File: src/hdl/bto_pkg.sv
package bto_pkg;

  typedef struct packed {
    logic [31:0] spot_price;
    logic [31:0] strike_price;
    logic        is_call;
  } in_item_t;

  typedef struct packed {
    logic [31:0] option_price;
    logic        saturated;
  } result_t;

  typedef struct packed {
    logic [19:0] maturity_years;
    logic [16:0] interest_rate;
    logic [17:0] volatility;
    logic [10:0] tree_steps;
  } cfg_t;

  typedef struct packed {
    logic busy;
    logic take;
  } eng_stat_t;

  localparam int CFG_IDX_W  = 3;
  localparam int CFG_DATA_W = 20;

  localparam logic [CFG_IDX_W-1:0] CFG_MATURITY = 3'd0;
  localparam logic [CFG_IDX_W-1:0] CFG_RATE     = 3'd1;
  localparam logic [CFG_IDX_W-1:0] CFG_VOL      = 3'd2;
  localparam logic [CFG_IDX_W-1:0] CFG_STEPS    = 3'd3;

  localparam logic [19:0] MATURITY_RST = 20'd2693;
  localparam logic [16:0] RATE_RST     = 17'd3277;
  localparam logic [17:0] VOL_RST      = 18'd13107;
  localparam logic [10:0] STEPS_RST    = 11'd1000;

  localparam logic [30:0] ONE_Q30  = 31'h4000_0000;
  localparam logic [30:0] HALF_Q30 = 31'h2000_0000;
  localparam logic [29:0] LN2_Q30  = 30'd744261118;
  localparam logic [31:0] MAX32    = 32'hFFFF_FFFF;
  localparam logic [4:0]  TAYLOR_TERMS = 5'd16;

  localparam int DIV_N_W = 64;
  localparam int DIV_D_W = 33;

  localparam int ITEM_QUEUE_DEPTH = 2;
  localparam int QPTR_W = 1;
  localparam int QCNT_W = 2;

endpackage

File: src/hdl/bto_item_queue.sv
module bto_item_queue import bto_pkg::*; (
  input  logic     clk,
  input  logic     rst,
  input  logic     push,
  input  in_item_t item,
  output logic     full,
  output logic     valid,
  input  logic     take,
  output in_item_t head
);

  in_item_t          entries [ITEM_QUEUE_DEPTH];
  logic [QPTR_W-1:0] wr_ptr;
  logic [QPTR_W-1:0] rd_ptr;
  logic [QCNT_W-1:0] count;
  logic              do_push;
  logic              do_take;

  assign full    = (count == QCNT_W'(ITEM_QUEUE_DEPTH));
  assign valid   = (count != '0);
  assign head    = entries[rd_ptr];
  assign do_push = push && !full;
  assign do_take = take && valid;

  always_ff @(posedge clk) begin
    if (do_push) begin
      entries[wr_ptr] <= item;
    end
  end

  always_ff @(posedge clk) begin
    if (rst) begin
      wr_ptr <= '0;
      rd_ptr <= '0;
      count  <= '0;
    end else begin
      if (do_push) begin
        wr_ptr <= (wr_ptr == QPTR_W'(ITEM_QUEUE_DEPTH - 1)) ? '0 : wr_ptr + 1'b1;
      end
      if (do_take) begin
        rd_ptr <= (rd_ptr == QPTR_W'(ITEM_QUEUE_DEPTH - 1)) ? '0 : rd_ptr + 1'b1;
      end
      if (do_push && !do_take) begin
        count <= count + 1'b1;
      end else if (do_take && !do_push) begin
        count <= count - 1'b1;
      end
    end
  end

endmodule

File: config.mk
export PLATFORM = sky130hd
export DESIGN_NAME = bto_item_queue
export DESIGN_NICKNAME = d
export VERILOG_FILES = /design/src/hdl/bto_pkg.sv /design/src/hdl/bto_item_queue.sv
export SDC_FILE = /design/constraint.sdc
export NUM_CORES = 1
export LEC_CHECK = 0
export BUFFER_PORTS_ARGS = -buffer_cell sky130_fd_sc_hd__buf_2
export CELL_PAD_IN_SITES_DETAIL_PLACEMENT = 1
export CELL_PAD_IN_SITES_GLOBAL_PLACEMENT = 1
export CORE_UTILIZATION = 43
export DETAILED_ROUTE_END_ITERATION = 12
export HOLD_SLACK_MARGIN = 0.06
export PLACE_DENSITY_LB_ADDON = 0.1
export SYNTH_ARGS = -nofsm -noshare
export SYNTH_HDL_FRONTEND = slang
export SYNTH_SLANG_ARGS = --single-unit
File: constraint.sdc
create_clock -name clk -period 2.87 [get_ports clk]
set_clock_uncertainty 0.05 [all_clocks]
set_input_delay 0.4305 -clock clk [delete_from_list [all_inputs] [get_ports clk]]
set_output_delay 0.4305 -clock clk [all_outputs]
set_load 0.05 [all_outputs]
==> results of run 1 <==
[synth_stat cells (2+ instances only)]
master | number | area share, %
o21ai_0 | 3 | 0.31
or3_1 | 2 | 0.26
edfxtp_1 | 130 | 80
inv_1 | 2 | 0.15
xor2_1 | 3 | 0.54
dfxtp_1 | 5 | 2.0
buf_2 | 2 | 0.20
buf_4 | 5 | 0.77
a21oi_1 | 2 | 0.20
mux2_2 | 65 | 15
nor2_1 | 4 | 0.31
[area by class of cell]
type / instances / area share [%]
repair buffers: 140 / 11.4
clock buffers: 20 / 6.87
flip-flops and latches: 135 / 63.0
diodes: 1 / 0.0394
inverters: 2 / 0.118
clock inverters: 12 / 2.48
multi-input cells: 83 / 13.3
well taps: 140 / 2.76
[cells by family (layout without fill, tap and decap cells)]
| family | after synthesis | count (layout) | synth area share (%) |
|---|---|---|---|
| muxes | 65 | 65 | 14.9 |
| other | 0 | 1 | 0 |
| buffers and inverters | 9 | 174 | 1.12 |
| and+or+nand+nor | 9 | 9 | 0.995 |
| AOI/OAI and AO/OA | 5 | 5 | 0.510 |
| xor gates and xnor gates | 3 | 3 | 0.536 |
| adders and majority gates | 1 | 1 | 0.255 |
| DFF | 135 | 135 | 81.7 |
[report_power, final]
part | switching, uW | internal (uW) | total, uW
logic | 1640 | 624 | 2260
clock network | 732 | 1440 | 2170
registers | 90.2 | 2480 | 2570
[metal layers]
layer  part of all wire (%)  routed length (um)
met1                     40                3580
met2                     51                4590
met3                    7.3                 653
met4                    1.4                 129
met5                      0                   0
[worst max path at each step]
stage                        start             to  depth (start not counted)
after floorplan           count[1]  entries[1][0]                          3
after global placement        flop       head[49]                          3
after detailed placement      flop       head[49]                          3
after CTS                     flop       head[49]                          3
after global routing          flop       head[38]                          3
final                         flop       head[32]                          3
[stage by stage]
step	cells	instance area [um2]	hold WS, ps
global route	532	6350	141
CTS	532	6350	141
floorplan	227	4900	402
global placement	500	5760	419
finish	533	6360	162
detailed placement	500	5760	430
[flip-flops by register name, summed over array words and instances (netlist names), named ones only]
signal / count
entries: 130
count: 2
rd_ptr: 1
wr_ptr: 1
==> summary.txt, run 1 <==
Clocking
  • Root Buffer Master: clkbuf_16
  • Clock latency at the later pin of the worst-skew pair: 400 ps
  • CTS resizes: 0
  • CTS tree: yes
  • CTS sink count: 135
  • Post-CTS setup buffer count: 0
  • H-tree levels: 4
  • Clock tree buffer depth: 2
  • Hold Buf Count CTS: 0
  • Clk pin slew, worst setup/hold paths: 60 ps
  • Total CTS buffers: 17

Timing
  • Max-slew headroom: 65.4%
  • Max Clock Freq: 421 MHz
  • Final worst slack: 495 ps
  • Final cycle utilization of the critical path: 82.7%
  • Slew Limit Fails: 0
  • Final setup TNS: 0 ps
  • Final Hold Viols: 0
  • Worst-margin pin slew: 520 ps
  • Final min period: 2370 ps
  • Final number of setup-violating endpoints: 0
  • RSZ-0062 raised after global routing: no

Cells and area
  • Register area: 4010 um2
  • Most common cell after layout, fill and taps aside: buf_2
  • Area Growth Syn to Fin: 29.6%
  • Commonest cells after routing, fill and taps aside: buf_2 (135), edfxtp_1 (130), mux2_2 (65)
  • Nets: 449
  • Fin util: 57.9%
  • Footprint of the multi-input gates: 846 um2
  • Filler Cells Inserted: 1030
  • Share of layout cells above drive strength 1: 59.9%

Critical path
  • WS Path Type: flop to primary output
  • RR Endpoint: entries[0][29]
  • Buffers plus inverters on the worst setup path: 2
  • Req. time, crit path: 2390 ps
  • Critical Path Sink Type: primary output
  • Max stage delay on crit path: 520 ps
  • CP max stage cell: dfxtp_2
  • Critical-path maximum fanout: 54
  • Critical-path cell list: buf_12 -> mux2_2 -> buf_2
  • Reg2Reg Depth: 4
  • Worst flop-to-flop path startpoint: count[0]
  • Worst path top cell family by delay: buffers and inverters
  • Crit start category: flop
  • Worst path arrival time: 1890 ps
  • Flop-to-flop setup slack: 1100 ps

Logic synthesis
  • Mapped Cells: 227
  • Post-synthesis instance area: 4900 um2
  • Seq/Total Area, Yosys: 81.7%
  • Post-synth cell types: 15
  • YS warnings: 0
  • Syn nets: 297
  • Number of synthesized flops with an enable pin: 130
  • Yosys reg bits: 135
  • Asr flop ratio synth: 0%
  • Ys flop type: edfxtp_1
  • Mean post-synth cell area: 21.6 um2

Global routing
  • First-pass GRT wire length: 13.5 mm
  • Vias in the first global route: 2720
  • Largest net degree at the start of global routing: 55
  • Met2 Usage GRT: 27.0%
  • Met1 usage: 18.0%
  • GRT Residual Overflow: 0
  • Initial antenna violation count: 1
  • M3 GR Usage: 6.40%
  • GRT Util Overall: 16.1%
  • GR peak layer: met2

Routing
  • Routed WL per cell: 16.8 um
  • DRC: 0
  • DR pass1 iterations: 5
  • Starting DRT DRC Count: 96
  • Routed WL: 8.96 mm
  • Detail Route Antenna Nets: 0
  • Via density per instance: 4.79
  • Via Count: 2552

Min path
  • Hold Crit Depth: 1
  • Worst Hold End: entries[1][42]
  • HP Start: item[42]
  • Worst Hold Class: input port to flop

Power
  • Pwr dens: 1100 nW/um2
  • P_leak: 0.00240 uW
  • PnR Total Power: 7000 uW
  • Max IR drop VDD: 0.000491 V

Place
  • Place WS: 901 ps
  • Post-DP HPWL: 5.85 mm
  • GP Congestion: 0.675
  • Port Buf Inserts: 135

Die
  • Initial Util: 44.6%
  • Die width: 109 um
  • I/O pins: 136
  • Die Y: 109 um
  • Core Area: 11000 um2
  • Die area: 11800 um2
  • Rows: 38

Status
  • Status: finished, final reports clean

Run
  • Max Cap Viol: 0
No activity file was read; power rests on OpenSTA's default activity.
==> inputs of run 2 (changes only) <==
clock period = 2.3 ns   (was 2.87 ns; I/O delays follow)
==> run 2 against run 1 <==
Effect of this change:
- critical path depth unchanged
- setup slack lost 190 ps
- cell area up 0.94%
- flip-flop and latch count stayed put
- critical path type unchanged
- largest cell class unchanged
==> summary.txt, run 2 (synthesized netlist as in run 1, its figures left out) <==
Timing
  • Slew Limit Fails: 0 (unchanged)
  • RSZ-0062 raised after global routing: no
  • Final Hold Viols: 0 (unchanged)
  • Final worst slack: 307 ps (-188 ps)
  • Final cycle utilization of the critical path: 86.6%
  • Max Clock Freq: 502 MHz
  • Final setup TNS: 0 ps (unchanged)
  • Final number of setup-violating endpoints: 0 (unchanged)
  • Max-slew headroom: 70.1% (+4.7 points)
  • Final min period: 1990 ps
  • Worst-margin pin slew: 449 ps (-70.9 ps)

Die
  • Core Area: 11000 um2 (unchanged)
  • Rows: 38 (unchanged)
  • Die area: 11800 um2 (unchanged)
  • Die width: 109 um (unchanged)
  • I/O pins: 136 (unchanged)
  • Initial Util: 44.6% (unchanged)
  • Die Y: 109 um (unchanged)

Critical path
  • Critical-path cell list: buf_12 -> mux2_2 -> buf_2
  • WS Path Type: flop to primary output
  • Req. time, crit path: 1900 ps (-490 ps)
  • Critical-path maximum fanout: 32 (-41%)
  • Crit start category: flop
  • Worst path arrival time: 1600 ps (-290 ps)
  • Max stage delay on crit path: 380 ps (-140 ps)
  • Reg2Reg Depth: 4 (unchanged)
  • Critical Path Sink Type: primary output
  • CP max stage cell: mux2_2

Cells and area
  • Nets: 451 (+0.45%)
  • Cell Count, Final, Fillers Out: 534 (+0.19%)
  • Final instance area: 6420 um2 (+0.94%)
  • Share of layout cells above drive strength 1: 60.2% (+0.20 points)
  • Largest regs: entries: 130 flops, count: 2 flops
  • Largest reg by FF count: entries
  • Filler Cells Inserted: 1016 (-1.4%)
  • Commonest cells after routing, fill and taps aside: buf_2 (135), edfxtp_1 (130), mux2_2 (65)
  • Most common cell after layout, fill and taps aside: buf_2
  • Number of flip-flops in the largest register: 130 (unchanged)
  • Area Growth Syn to Fin: 30.8%
  • Ant diodes: 0 (-1)

Clocking
  • CTS sink count: 135 (unchanged)
  • Post-CTS setup buffer count: 0 (unchanged)
  • CTS resizes: 0 (unchanged)
  • Root Buffer Master: clkbuf_16
  • Clock latency at the later pin of the worst-skew pair: 400 ps (about the same)
  • Clk pin slew, worst setup/hold paths: 50 ps (about the same)
  • H-tree levels: 4 (unchanged)
  • Clock tree buffer depth: 2 (unchanged)
  • CTS tree: yes
  • Total CTS buffers: 17 (unchanged)

Routing
  • Via density per instance: 4.83 (+0.91%)
  • Detail Route Antenna Nets: 0 (unchanged)
  • DRC: 0 (unchanged)
  • Starting DRT DRC Count: 75 (-22%)
  • Via Count: 2580 (+1.1%)
  • DR pass1 iterations: 4 (-1)
  • Routed WL per cell: 17.1 um (+1.8%)
  • Routed WL: 9.14 mm (+2.0%)

Place
  • Placed Cells: 501 (+0.20%)
  • Port Buf Inserts: 135 (unchanged)
  • GP Congestion: 0.707 (+4.6%)
  • Post-DP HPWL: 6.00 mm (+2.4%)
  • Place WS: 636 ps (-265 ps)
  • Post-DP Area: 5810 um2 (+0.93%)

Run
  • Max Cap Viol: 0 (unchanged)

Power
  • Pwr dens: 1370 nW/um2 (+25%)
  • Max IR drop VDD: 0.000719 V (+46%)
  • P_leak: 0.00243 uW (+0.97%)

Global routing
  • Largest net degree at the start of global routing: 35 (-36%)
  • Initial antenna violation count: 0 (-1)
  • GRT Residual Overflow: 0 (unchanged)
  • Vias in the first global route: 2793 (+2.7%)
  • First-pass GRT wire length: 14.1 mm (+4.4%)
  • GRT Util Overall: 16.6% (+0.50 points)

Status
  • Status: finished, final reports clean

Min path
  • Hold Crit Depth: 1 (unchanged)
  • Worst Hold Class: input port to flop
run 2: changes by cell type in the layout (fill, tap and decap cells not counted):
cell / change
buf_12: +3
buf_4: -2
clkbuf_1: -1
clkinv_2: +2
diode_2: -1
dlygate4sd3_1: +1
inv_2: -1
nor2b_2: -1
nor2b_4: +1
run 2: path summary, 6_finish.rpt:
path / to / slack, ps / from
worst max-delay path: head[63] / 310 / flop
worst max register to register: entries[1][7] / 640 / count[0]
worst min register to register: wr_ptr / 440 / wr_ptr
worst min-delay path: entries[0][41] / 80 / item[41]
run 2: worst max-delay path: cells and delay by family, from the launching register on:
kind	cells	cell delay, ps
flops	1	370
mux	1	380
buf+inv	2	430
run 2: per-stage QoR:
stage	power, uW	hold WS (ps)	util [%]
floorplan	5500	364	-
global placement	6150	434	52.9
detailed placement	6190	435	52.9
CTS	8910	60.8	58.4
global route	9150	60.0	58.4
finish	8800	80.1	58.4
run 2: area by class of cell:
class / instances / area, um2 / area share (%)
Clock buffer: 19 / 433 / 6.75
Sequential cell: 135 / 4010 / 62.4
Tap cell: 140 / 175 / 2.73
Timing Repair Buffer: 142 / 781 / 12.2
Multi-Input combinational cell: 83 / 851 / 13.3
Clock inverter: 13 / 160 / 2.50
Inverter: 2 / 11.3 / 0.176
run 2: power breakdown:
part / switching, uW / total (uW) / internal (uW)
Sequential: 98.5 / 3190 / 3090
Clock: 909 / 2690 / 1790
Combinational: 2080 / 2920 / 837
run 2: routing by layer:
metal | up-vias | part of all wire [%] | track usage (%)
met1 | 1271 | 41 | 19.8
met2 | 92 | 51 | 27.3
met4 | 0 | 0.88 | 6.08
li1 | 1207 | - | -
met3 | 10 | 6.7 | 6.34
met5 | - | 0 | 0
run 2: repair_timing:
| item | in CTS | in global routing |
|---|---|---|
| hold endpoints to repair | 2 | 0 |
| hold buffers | 1 | 0 |
| endpoints found under the setup margin | 0 | 0 |
